==> src/sv/rets_pkg.sv <==
// Shared types, widths, register indexes and reset values of the thrust sequencer.
package rets_pkg;

	localparam int OPCODE_W   = 2;
	localparam int THRUST_W   = 17;
	localparam int CFG_PW_W   = 12;
	localparam int CFG_MAX_W  = 16;
	localparam int WAIT_W     = 24;
	localparam int PW_W       = 13;
	localparam int CFG_ADDR_W = 3;
	localparam int CFG_DATA_W = 24;

	// Product of an in-range magnitude and the span, and the divider that scales it.
	localparam int PROD_W    = CFG_MAX_W + CFG_PW_W;
	localparam int DIV_CNT_W = $clog2(PROD_W + 1);

	localparam logic [CFG_PW_W-1:0]  ZERO_PW_RST    = CFG_PW_W'(1100);
	localparam logic [CFG_PW_W-1:0]  PW_SPAN_RST    = CFG_PW_W'(1900 - 1100);
	localparam logic [CFG_MAX_W-1:0] THRUST_LIM_RST = CFG_MAX_W'(1000);
	localparam logic [WAIT_W-1:0]    ZERO_WAIT_RST  = WAIT_W'(500 * 1000);
	localparam logic [WAIT_W-1:0]    RELAY_WAIT_RST = WAIT_W'(6 * 1000);
	localparam logic [WAIT_W-1:0]    ARM_WAIT_RST   = WAIT_W'(2 * 1000 * 1000);

	localparam logic [CFG_ADDR_W-1:0] REG_ZERO_PW    = CFG_ADDR_W'(0);
	localparam logic [CFG_ADDR_W-1:0] REG_PW_SPAN    = CFG_ADDR_W'(1);
	localparam logic [CFG_ADDR_W-1:0] REG_THRUST_LIM = CFG_ADDR_W'(2);
	localparam logic [CFG_ADDR_W-1:0] REG_ZERO_WAIT  = CFG_ADDR_W'(3);
	localparam logic [CFG_ADDR_W-1:0] REG_RELAY_WAIT = CFG_ADDR_W'(4);
	localparam logic [CFG_ADDR_W-1:0] REG_ARM_WAIT   = CFG_ADDR_W'(5);

	localparam logic [OPCODE_W-1:0] OP_SET = OPCODE_W'(0);
	localparam logic [OPCODE_W-1:0] OP_ARM = OPCODE_W'(1);
	localparam logic [OPCODE_W-1:0] OP_OFF = OPCODE_W'(2);

	// Action kinds; the value is also the bit of the action in the pending mask.
	typedef enum logic [2:0] {
		ACT_ERR   = 3'd0,
		ACT_ARM   = 3'd1,
		ACT_ZERO  = 3'd2,
		ACT_RELAY = 3'd3,
		ACT_SET   = 3'd4,
		ACT_OFF   = 3'd5
	} act_t;

	localparam int NUM_ACT = 6;

	typedef struct packed {
		logic load;
		logic commit;
		logic mul;
		logic div_start;
		logic emit;
		act_t act;
		logic last;
		logic relay_val;
	} ctrl_cmd_t;

	typedef struct packed {
		logic [OPCODE_W-1:0] opcode;
		logic                t_pos;
		logic                t_neg;
		logic                prev_pos;
		logic                prev_neg;
		logic                oor;
		logic                div_busy;
		logic                out_free;
	} dp_stat_t;

endpackage

==> src/sv/rets_dp.sv <==
// Datapath: configuration registers, command latch, direction state, scaling divider, result register.
module rets_dp (
	input  logic                                clk,
	input  logic                                arst_n,
	input  rets_pkg::ctrl_cmd_t                 cmd,
	output rets_pkg::dp_stat_t                  stat,
	input  logic                                cfg_we,
	input  logic [rets_pkg::CFG_ADDR_W-1:0]     cfg_addr,
	input  logic [rets_pkg::CFG_DATA_W-1:0]     cfg_wdata,
	input  logic [rets_pkg::OPCODE_W-1:0]       in_opcode,
	input  logic [rets_pkg::THRUST_W-1:0]       in_thrust,
	output logic                                out_valid,
	input  logic                                out_ready,
	output logic [rets_pkg::PW_W-1:0]           out_pulse_width,
	output logic                                out_relay_on,
	output logic [rets_pkg::WAIT_W-1:0]         out_wait_us,
	output logic                                out_error,
	output logic                                out_last
);
	import rets_pkg::*;

	logic [CFG_PW_W-1:0]  zero_pw_q;
	logic [CFG_PW_W-1:0]  pw_span_q;
	logic [CFG_MAX_W-1:0] thrust_lim_q;
	logic [WAIT_W-1:0]    zero_wait_q;
	logic [WAIT_W-1:0]    relay_wait_q;
	logic [WAIT_W-1:0]    arm_wait_q;

	logic [OPCODE_W-1:0]  op_q;
	logic [THRUST_W-1:0]  thr_q;
	logic                 prev_pos_q;
	logic                 prev_neg_q;
	logic                 relay_q;

	logic [THRUST_W-1:0]  mag;
	logic                 t_pos;
	logic                 t_neg;

	logic [PROD_W-1:0]    prod_q;
	logic [PROD_W-1:0]    quo_q;
	logic [CFG_MAX_W-1:0] rem_q;
	logic [DIV_CNT_W-1:0] div_cnt_q;
	logic [CFG_MAX_W:0]   trial;
	logic [CFG_MAX_W:0]   diff;
	logic                 qbit;
	logic                 div_busy;

	logic                 out_valid_q;
	logic                 out_free;

	always_ff @(posedge clk or negedge arst_n) begin
		if (!arst_n) begin
			zero_pw_q    <= ZERO_PW_RST;
			pw_span_q    <= PW_SPAN_RST;
			thrust_lim_q <= THRUST_LIM_RST;
			zero_wait_q  <= ZERO_WAIT_RST;
			relay_wait_q <= RELAY_WAIT_RST;
			arm_wait_q   <= ARM_WAIT_RST;
		end else if (cfg_we) begin
			case (cfg_addr)
				REG_ZERO_PW:    zero_pw_q    <= cfg_wdata[CFG_PW_W-1:0];
				REG_PW_SPAN:    pw_span_q    <= cfg_wdata[CFG_PW_W-1:0];
				REG_THRUST_LIM: thrust_lim_q <= cfg_wdata[CFG_MAX_W-1:0];
				REG_ZERO_WAIT:  zero_wait_q  <= cfg_wdata[WAIT_W-1:0];
				REG_RELAY_WAIT: relay_wait_q <= cfg_wdata[WAIT_W-1:0];
				REG_ARM_WAIT:   arm_wait_q   <= cfg_wdata[WAIT_W-1:0];
				default: ;
			endcase
		end
	end

	// A power-off command runs the zero-thrust sequence, so its thrust is latched as zero.
	always_ff @(posedge clk) begin
		if (cmd.load) begin
			op_q  <= in_opcode;
			thr_q <= (in_opcode == OP_OFF) ? '0 : in_thrust;
		end
	end

	assign t_neg = thr_q[THRUST_W-1];
	assign t_pos = !thr_q[THRUST_W-1] && (thr_q != '0);
	assign mag   = t_neg ? (~thr_q + THRUST_W'(1)) : thr_q;

	always_ff @(posedge clk or negedge arst_n) begin
		if (!arst_n) begin
			prev_pos_q <= 1'b0;
			prev_neg_q <= 1'b0;
			relay_q    <= 1'b0;
		end else begin
			if (cmd.commit) begin
				prev_pos_q <= t_pos;
				prev_neg_q <= t_neg;
			end
			if (cmd.emit && cmd.act == ACT_RELAY) begin
				relay_q <= cmd.relay_val;
			end
		end
	end

	// Restoring divider, one quotient bit per cycle. The dividend shifts out of quo_q
	// at the top while quotient bits shift in at the bottom.
	assign trial = {rem_q, quo_q[PROD_W-1]};
	assign diff  = trial - {1'b0, thrust_lim_q};
	assign qbit  = (trial >= {1'b0, thrust_lim_q});
	assign div_busy = (div_cnt_q != '0);

	always_ff @(posedge clk) begin
		if (cmd.mul) begin
			prod_q <= PROD_W'(mag[CFG_MAX_W-1:0]) * PROD_W'(pw_span_q);
		end
		if (cmd.div_start) begin
			quo_q <= prod_q;
			rem_q <= '0;
		end else if (div_busy) begin
			quo_q <= {quo_q[PROD_W-2:0], qbit};
			rem_q <= qbit ? diff[CFG_MAX_W-1:0] : trial[CFG_MAX_W-1:0];
		end
	end

	always_ff @(posedge clk or negedge arst_n) begin
		if (!arst_n) begin
			div_cnt_q <= '0;
		end else if (cmd.div_start) begin
			div_cnt_q <= DIV_CNT_W'(PROD_W);
		end else if (div_busy) begin
			div_cnt_q <= div_cnt_q - DIV_CNT_W'(1);
		end
	end

	assign out_free = !out_valid_q || out_ready;

	always_ff @(posedge clk or negedge arst_n) begin
		if (!arst_n) begin
			out_valid_q <= 1'b0;
		end else if (cmd.emit) begin
			out_valid_q <= 1'b1;
		end else if (out_ready) begin
			out_valid_q <= 1'b0;
		end
	end

	always_ff @(posedge clk) begin
		if (cmd.emit) begin
			out_last     <= cmd.last;
			out_error    <= 1'b0;
			out_relay_on <= relay_q;
			case (cmd.act)
				ACT_ERR: begin
					out_pulse_width <= '0;
					out_wait_us     <= '0;
					out_error       <= 1'b1;
				end
				ACT_ARM: begin
					out_pulse_width <= PW_W'(zero_pw_q);
					out_wait_us     <= arm_wait_q;
				end
				ACT_ZERO: begin
					out_pulse_width <= PW_W'(zero_pw_q);
					out_wait_us     <= zero_wait_q;
				end
				ACT_RELAY: begin
					out_pulse_width <= PW_W'(zero_pw_q);
					out_relay_on    <= cmd.relay_val;
					out_wait_us     <= relay_wait_q;
				end
				ACT_SET: begin
					out_pulse_width <= PW_W'(zero_pw_q) + PW_W'(quo_q[CFG_PW_W-1:0]);
					out_wait_us     <= '0;
				end
				default: begin
					out_pulse_width <= '0;
					out_wait_us     <= '0;
				end
			endcase
		end
	end

	assign out_valid = out_valid_q;

	always_comb begin
		stat          = '0;
		stat.opcode   = op_q;
		stat.t_pos    = t_pos;
		stat.t_neg    = t_neg;
		stat.prev_pos = prev_pos_q;
		stat.prev_neg = prev_neg_q;
		stat.oor      = (mag > {1'b0, thrust_lim_q});
		stat.div_busy = div_busy;
		stat.out_free = out_free;
	end

`ifndef SYNTHESIS
	// The relay only turns to reverse once a negative thrust has been stored.
	a_reverse_needs_neg: assert property (@(posedge clk) disable iff (!arst_n)
		$rose(relay_q) |-> prev_neg_q)
		else $error("relay reversed without a stored negative thrust");

	// The power-off action follows the stop sequence, so the relay is already forward.
	a_off_forward: assert property (@(posedge clk) disable iff (!arst_n)
		(cmd.emit && cmd.act == ACT_OFF) |-> !relay_q)
		else $error("power-off action with the relay reversed");

	// An in-range magnitude never scales beyond the span.
	a_quo_range: assert property (@(posedge clk) disable iff (!arst_n)
		$fell(div_busy) |-> (quo_q[PROD_W-1:CFG_PW_W] == '0))
		else $error("scaled pulse width exceeds the span field");
`endif

endmodule

==> src/sv/rets_ctrl.sv <==
// Controller: decodes a command into pending actions and issues them one at a time.
module rets_ctrl (
	input  logic                clk,
	input  logic                arst_n,
	input  logic                in_valid,
	output logic                in_ready,
	input  rets_pkg::dp_stat_t  stat,
	output rets_pkg::ctrl_cmd_t cmd
);
	import rets_pkg::*;

	typedef enum logic [2:0] {
		S_IDLE,
		S_DECODE,
		S_MUL,
		S_DIVST,
		S_DIV,
		S_EMIT
	} state_t;

	state_t             state_q;
	logic [NUM_ACT-1:0] pend_q;
	logic               relay_val_q;

	logic [NUM_ACT-1:0] dec_pend;
	logic               dec_relay;
	logic               dec_commit;
	logic [NUM_ACT-1:0] first;
	logic [NUM_ACT-1:0] rest;
	act_t               first_act;

	// Decode of the latched command against the stored direction.
	always_comb begin
		dec_pend   = '0;
		dec_relay  = 1'b0;
		dec_commit = 1'b0;
		if (stat.opcode == OP_ARM) begin
			dec_pend[ACT_ARM] = 1'b1;
		end else if (stat.opcode == OP_SET && stat.oor) begin
			dec_pend[ACT_ERR] = 1'b1;
		end else if (stat.opcode == OP_SET || stat.opcode == OP_OFF) begin
			dec_commit = 1'b1;
			dec_pend[ACT_OFF] = (stat.opcode == OP_OFF);
			if (stat.t_pos) begin
				dec_pend[ACT_ZERO]  = stat.prev_neg;
				dec_pend[ACT_RELAY] = stat.prev_neg;
				dec_pend[ACT_SET]   = 1'b1;
			end else if (stat.t_neg) begin
				dec_pend[ACT_ZERO]  = stat.prev_pos;
				dec_pend[ACT_RELAY] = !stat.prev_neg;
				dec_pend[ACT_SET]   = 1'b1;
				dec_relay           = 1'b1;
			end else begin
				dec_pend[ACT_ZERO]  = stat.prev_pos || stat.prev_neg;
				dec_pend[ACT_RELAY] = stat.prev_pos || stat.prev_neg;
			end
		end
	end

	// The lowest pending bit is the next action in sequence order.
	assign first = pend_q & (~pend_q + NUM_ACT'(1));
	assign rest  = pend_q & ~first;

	always_comb begin
		if (first[ACT_ERR]) begin
			first_act = ACT_ERR;
		end else if (first[ACT_ARM]) begin
			first_act = ACT_ARM;
		end else if (first[ACT_ZERO]) begin
			first_act = ACT_ZERO;
		end else if (first[ACT_RELAY]) begin
			first_act = ACT_RELAY;
		end else if (first[ACT_SET]) begin
			first_act = ACT_SET;
		end else begin
			first_act = ACT_OFF;
		end
	end

	assign in_ready = (state_q == S_IDLE);

	always_comb begin
		cmd           = '0;
		cmd.load      = in_valid && (state_q == S_IDLE);
		cmd.commit    = (state_q == S_DECODE) && dec_commit;
		cmd.mul       = (state_q == S_MUL);
		cmd.div_start = (state_q == S_DIVST);
		cmd.emit      = (state_q == S_EMIT) && (pend_q != '0) && stat.out_free;
		cmd.act       = first_act;
		cmd.last      = (rest == '0);
		cmd.relay_val = relay_val_q;
	end

	always_ff @(posedge clk or negedge arst_n) begin
		if (!arst_n) begin
			state_q     <= S_IDLE;
			pend_q      <= '0;
			relay_val_q <= 1'b0;
		end else begin
			case (state_q)
				S_IDLE: begin
					if (in_valid) begin
						state_q <= S_DECODE;
					end
				end
				S_DECODE: begin
					pend_q      <= dec_pend;
					relay_val_q <= dec_relay;
					state_q     <= dec_pend[ACT_SET] ? S_MUL : S_EMIT;
				end
				S_MUL: begin
					state_q <= S_DIVST;
				end
				S_DIVST: begin
					state_q <= S_DIV;
				end
				S_DIV: begin
					if (!stat.div_busy) begin
						state_q <= S_EMIT;
					end
				end
				S_EMIT: begin
					if (pend_q == '0) begin
						state_q <= S_IDLE;
					end else if (stat.out_free) begin
						pend_q <= rest;
						if (rest == '0) begin
							state_q <= S_IDLE;
						end
					end
				end
				default: begin
					state_q <= S_IDLE;
				end
			endcase
		end
	end

`ifndef SYNTHESIS
	// A result is only written into a free result register.
	a_emit_free: assert property (@(posedge clk) disable iff (!arst_n)
		cmd.emit |-> stat.out_free)
		else $error("result issued while the result register is occupied");

	// The divider always starts on a freshly registered product.
	a_div_after_mul: assert property (@(posedge clk) disable iff (!arst_n)
		cmd.div_start |-> $past(cmd.mul))
		else $error("divider started without a new product");

	// The pulse is set only once the scaling divider has finished.
	a_set_after_div: assert property (@(posedge clk) disable iff (!arst_n)
		(cmd.emit && cmd.act == ACT_SET) |-> !stat.div_busy)
		else $error("set action issued while the divider is running");
`endif

endmodule

==> src/sv/reversible_esc_thrust_sequencer_unit.sv <==
// Top level of the reversible ESC thrust sequencer: stream ports, controller and datapath.
//
// Each command on the slave stream (arm, set a signed thrust, or power off) becomes
// up to three actions on the master stream, each a pulse width, a relay level and a
// hold time; a change of direction or a stop first drives the zero pulse, then
// switches the relay, then sets any new pulse. One command is handled at a time.
// A set command that produces a new pulse passes through decode, multiply, divider
// start and divide before its results are issued, and each result also waits while
// the output register is still occupied: the pulse width comes from a restoring
// divider that retires one quotient bit per cycle over the 28-bit product of
// magnitude and span. Arm, stop, power-off and rejected commands go from decode
// straight to their results. The last result of a command may wait in the output
// register while the next command is accepted. Configuration registers are
// written at any clock edge with cfg_we high and should only change while no command
// is in progress.
module reversible_esc_thrust_sequencer_unit (
	input  logic                            clk,
	input  logic                            arst_n,
	input  logic                            cfg_we,
	input  logic [rets_pkg::CFG_ADDR_W-1:0] cfg_addr,
	input  logic [rets_pkg::CFG_DATA_W-1:0] cfg_wdata,
	input  logic                            s_tvalid,
	output logic                            s_tready,
	input  logic [23:0]                     s_tdata,   // [16:0] thrust (signed)
	input  logic [1:0]                      s_tuser,   // [1:0] opcode
	output logic                            m_tvalid,
	input  logic                            m_tready,
	output logic [39:0]                     m_tdata,   // [12:0] pulse_width, [13] relay_on, [37:14] wait_us
	output logic [0:0]                      m_tuser,   // [0] error
	output logic                            m_tlast
);
	import rets_pkg::*;

	ctrl_cmd_t         cmd;
	dp_stat_t          stat;
	logic [PW_W-1:0]   pulse_width;
	logic              relay_on;
	logic [WAIT_W-1:0] wait_us;
	logic              error;

	rets_ctrl u_ctrl (
		.clk      (clk),
		.arst_n   (arst_n),
		.in_valid (s_tvalid),
		.in_ready (s_tready),
		.stat     (stat),
		.cmd      (cmd)
	);

	rets_dp u_dp (
		.clk             (clk),
		.arst_n          (arst_n),
		.cmd             (cmd),
		.stat            (stat),
		.cfg_we          (cfg_we),
		.cfg_addr        (cfg_addr),
		.cfg_wdata       (cfg_wdata),
		.in_opcode       (s_tuser),
		.in_thrust       (s_tdata[THRUST_W-1:0]),
		.out_valid       (m_tvalid),
		.out_ready       (m_tready),
		.out_pulse_width (pulse_width),
		.out_relay_on    (relay_on),
		.out_wait_us     (wait_us),
		.out_error       (error),
		.out_last        (m_tlast)
	);

	assign m_tdata = {2'b00, wait_us, relay_on, pulse_width};
	assign m_tuser = error;

endmodule
==> config.mk <==
export PLATFORM = sky130hd
export DESIGN_NAME = reversible_esc_thrust_sequencer_unit
export DESIGN_NICKNAME = d
export VERILOG_FILES = /design/src/sv/rets_pkg.sv /design/src/sv/rets_dp.sv /design/src/sv/rets_ctrl.sv /design/src/sv/reversible_esc_thrust_sequencer_unit.sv
export SDC_FILE = /design/constraint.sdc
export NUM_CORES = 1
export LEC_CHECK = 0
export BUFFER_PORTS_ARGS = -buffer_cell sky130_fd_sc_hd__buf_4
export CELL_PAD_IN_SITES_DETAIL_PLACEMENT = 0
export CELL_PAD_IN_SITES_GLOBAL_PLACEMENT = 1
export CORE_UTILIZATION = 54
export CTS_CLUSTER_SIZE = 25
export DETAILED_ROUTE_END_ITERATION = 10
export GPL_TIMING_DRIVEN = 0
export HOLD_SLACK_MARGIN = 0.08
export MAX_ROUTING_LAYER = met4
export PLACE_DENSITY_LB_ADDON = 0.1
export SYNTH_ARGS = -nofsm -noshare
export SYNTH_HDL_FRONTEND = slang
export SYNTH_SLANG_ARGS = --single-unit
==> constraint.sdc <==
create_clock -name clk -period 19.8 [get_ports clk]
set_input_delay 2.97 -clock clk [delete_from_list [all_inputs] [get_ports clk]]
set_output_delay 2.97 -clock clk [all_outputs]
set_load 0.005 [all_outputs]
==> flow_summary.json <==
{
  "max_stage_delay_ns": 0.56,
  "finalHoldViolCount": 0,
  "dp_hpwl_um": 32500,
  "ys_seq_area_share_pct": 38.7,
  "required_ns": 20.10,
  "period_share_pct": 41.7,
  "min_path_type": "reg -> reg",
  "antenna_found_initial": 0,
  "nFillCells": 2821,
  "tightest_slew_ns": 1.05,
  "track_usage_pct": 26.8,
  "start_util_pct": 54.8,
  "clock_latency_ns": 0.56,
  "finalWirelength_um": 42400,
  "maxSlewHeadroom_pct": 29.0,
  "grt_max_degree": 84,
  "synthArstFlopShare_pct": 50.0,
  "arrival_ns": 8.56,
  "endpoint_kind": "flip-flop",
  "worst_path_max_delay_cell": "fa_1",
  "cts.repair.resized": 0,
  "worstSetupPathType": "reg -> reg",
  "synth_cell_types": 71,
  "pin_count": 102,
  "rr_startpoint": "u_dp.thr_q[0]$_SDFFCE_PN0P_",
  "htreeDepth": 1,
  "synth_warnings": 0,
  "endpoint": "u_dp.prod_q[26]$_DFFE_PP_",
  "synthFlopType": "edfxtp_1",
  "rsz0062_at_grt": "no",
  "cp-start-kind": "flip-flop",
  "netlist_area_um2": 18300,
  "numClockSinks": 262,
  "portBuffers": 91,
  "worst_r2r_endpoint": "u_dp.prod_q[26]$_DFFE_PP_",
  "max_freq_mhz": 121,
  "path_delay_family": "adder cells",
  "hold_buffers": 0,
  "tns_ns": 0,
  "cts_buffers": 30,
  "syn_avg_cell_area_um2": 10.5,
  "startpoint": "u_dp.thr_q[0]$_SDFFCE_PN0P_",
  "setup_viol": 0,
  "cts-root-buf": "clkbuf_16",
  "ys_ff_latch": 262,
  "cap_violations": 0,
  "ant_nets": 0,
  "die_area_um2": 34700,
  "crit_top_cell": "fa_1",
  "clockBufferDepth": 3,
  "finClkSkew_ns": 0.0157,
  "layout-drive-gt1-share_pct": 15.8,
  "cts_setup_buffers": 0,
  "drc": 0,
  "nNetsFinal": 2187,
  "drtPass1Iterations": 6,
  "finalMaxSlewViolations": 0,
  "die_y_um": 186,
  "syn_inst": 1748,
  "rows": 67,
  "cts_tree": "yes",
  "reg2reg_slack_ns": 11.54,
  "synth_edf_count": 115,
  "hold_start": "u_dp.prod_q[10]$_DFFE_PP_",
  "hold_path_depth": 2,
  "layout_min_cycle_time_ns": 8.26,
  "via_count": 12900,
  "overflow": 0,
  "status": "complete, no violations",
  "worstRegToRegCells": 27,
  "core_region_area_um2": 33400,
  "grt_pass1_vias": 13200,
  "dieWidth_um": 186,
  "antenna_cells": 0,
  "path_max_fanout": 10,
  "grt_pass1_wl_um": 69200,
  "cts.clk_slew.worst_paths_ns": 0.06,
  "syn2layout_area_growth_pct": 12.3,
  "path_buf_inv": 5,
  "cp_num_cells": 27,
  "drt_iter0_drc": 723,
  "wl_per_cell_um": 18.1,
  "gp_congestion": 0.869,
  "vias_per_cell": 5.48
}
## synth_stat cells, types with 5 or more instances
cell type	number	area share (%)
o21bai_1	5	0.20
a31oi_1	5	0.17
edfxtp_1	115	19
or3_1	9	0.31
nor2_1	47	0.96
mux2i_1	10	0.55
nor3_1	19	0.52
a222oi_1	24	1.3
a21o_1	25	1.0
o21a_1	10	0.41
and2_1	102	3.5
or2_2	6	0.20
o21ai_0	67	1.8
a21oi_1	54	1.5
a211oi_1	10	0.41
ha_1	113	7.7
nand4_1	8	0.27
xor2_1	14	0.67
nand2_1	261	5.3
dfrtp_1	97	13
fa_1	142	16
xnor2_1	42	2.0
nand3_1	16	0.44
inv_1	230	4.7
o31a_1	5	0.24
o31ai_1	10	0.41
nor2b_1	11	0.38
buf_1	5	0.10
nand2b_1	7	0.24
dfxtp_1	16	1.7
mux2_2	101	6.2
clkbuf_1	67	1.4
dfstp_2	34	4.9
## through the flow
step	cells	worst slack (ns)	area, um2	hold WS (ns)	util [%]
2_1_floorplan	1749	12.78	18300	0.446	-
3_3_place_gp	2288	11.58	19600	0.483	58.5
3_5_place_dp	2290	11.58	19600	0.493	58.7
4_1_cts	2346	11.52	20600	0.506	61.5
5_1_grt	2346	11.15	20600	0.513	61.5
6_report	2346	11.54	20600	0.505	61.5
## worst min path at each step
stage	slack, ns	endpoint
6_report	0.51	u_dp.quo_q[10]$_DFFE_PP_
3_5_place_dp	0.49	u_dp.quo_q[15]$_DFFE_PP_
3_3_place_gp	0.48	u_dp.relay_q$_DFFE_PN0P_
2_1_floorplan	0.45	u_ctrl.pend_q[5]$_DFFE_PN0P_
5_1_grt	0.51	u_dp.zero_wait_q[21]$_DFFE_PN0P_
4_1_cts	0.51	u_dp.quo_q[10]$_DFFE_PP_
## worst register-to-register path, stage by stage, from the launching register on
cell,delay [ns]
edfxtp_1,0.55
inv_1,0.24
ha_1,0.19
or3b_2,0.46
or3_4,0.37
nor2_1,0.09
nand2_1,0.07
and2_1,0.16
xor2_1,0.33
clkbuf_1,0.50
nand2_1,0.14
fa_1,0.50
fa_1,0.52
inv_1,0.05
fa_1,0.48
fa_1,0.56
inv_1,0.06
fa_1,0.52
inv_1,0.04
ha_1,0.34
a21o_1,0.20
a21oi_1,0.20
o21ai_0,0.16
and3_1,0.21
a221o_1,0.37
a211oi_1,0.41
a21oi_1,0.14
xor2_1,0.16
## registers in the layout (all words and copies together) (netlist names), 2 cells and up
signal / count
u_ctrl.pend_q: 6
u_dp.zero_wait_q: 24
u_dp.op_q: 2
u_dp.arm_wait_q: 24
u_dp.div_cnt_q: 5
u_dp.relay_wait_q: 24
u_dp.quo_q: 28
u_dp.out_wait_us: 24
u_dp.thr_q: 17
u_dp.thrust_lim_q: 16
u_dp.prod_q: 28
u_dp.pw_span_q: 12
u_dp.out_pulse_width: 13
u_dp.rem_q: 16
u_dp.zero_pw_q: 12
u_ctrl.state_q: 3
## routing by layer
metal  share of wire, %  vias up  track usage (%)
met5                  0        -                -
met4                3.6        0             9.84
met3                5.1       83             3.95
met2                 48      300             44.1
met1                 43     6382             33.8
li1                   -     6088                -
## cell type report
cell class | instances | area, um2 | share of cell area (%)
buffer | 78 | 317 | 1.54
tap | 448 | 561 | 2.72
sequential | 262 | 7090 | 34.5
multi-input combinational | 1179 | 10100 | 48.9
timing repair buffer | 93 | 734 | 3.57
clock inverter | 18 | 125 | 0.608
inverter | 230 | 863 | 4.20
clock buffer | 38 | 823 | 4.00
## placed cells by master (no fill, tap or decap), types with 4 or more instances in the layout
cell type	n
clkinv_1	4
o21ai_0	67
fa_1	142
a211oi_1	10
buf_1	5
a31oi_1	5
clkbuf_16	32
dfxtp_1	16
a21oi_1	54
clkbuf_1	73
ha_1	113
and2_4	4
o31ai_1	10
nand4_1	8
dfrtp_1	97
nor3_1	19
or2_2	6
edfxtp_1	115
or3_1	9
nor2b_1	10
mux2_2	101
buf_4	94
nor2_1	47
o31a_1	5
o21a_1	10
and2_1	101
xnor2_1	42
o21bai_1	5
a21o_1	25
inv_1	230
nand2b_1	7
mux2i_1	10
dfstp_2	34
o211ai_1	4
clkinv_2	7
xor2_1	14
nand2_1	260
nand3_1	16
a222oi_1	24
## cell families (layout without fill, tap and decap cells)
family / after synthesis / after routing / share of synthesized area, %
xor gates and xnor gates: 56 / 56 / 2.68
AOI/OAI and AO/OA: 241 / 241 / 8.78
muxes: 111 / 111 / 6.75
DFF: 262 / 262 / 38.7
adders and majority gates: 256 / 256 / 23.3
buffers and inverters: 308 / 457 / 6.44
and+or+nand+nor: 513 / 513 / 13.3
other: 1 / 2 / 0.0205
Power is left out: the tool's default activity adds up to more than one toggle a clock period on the data nets, which glitch-free logic cannot reach.
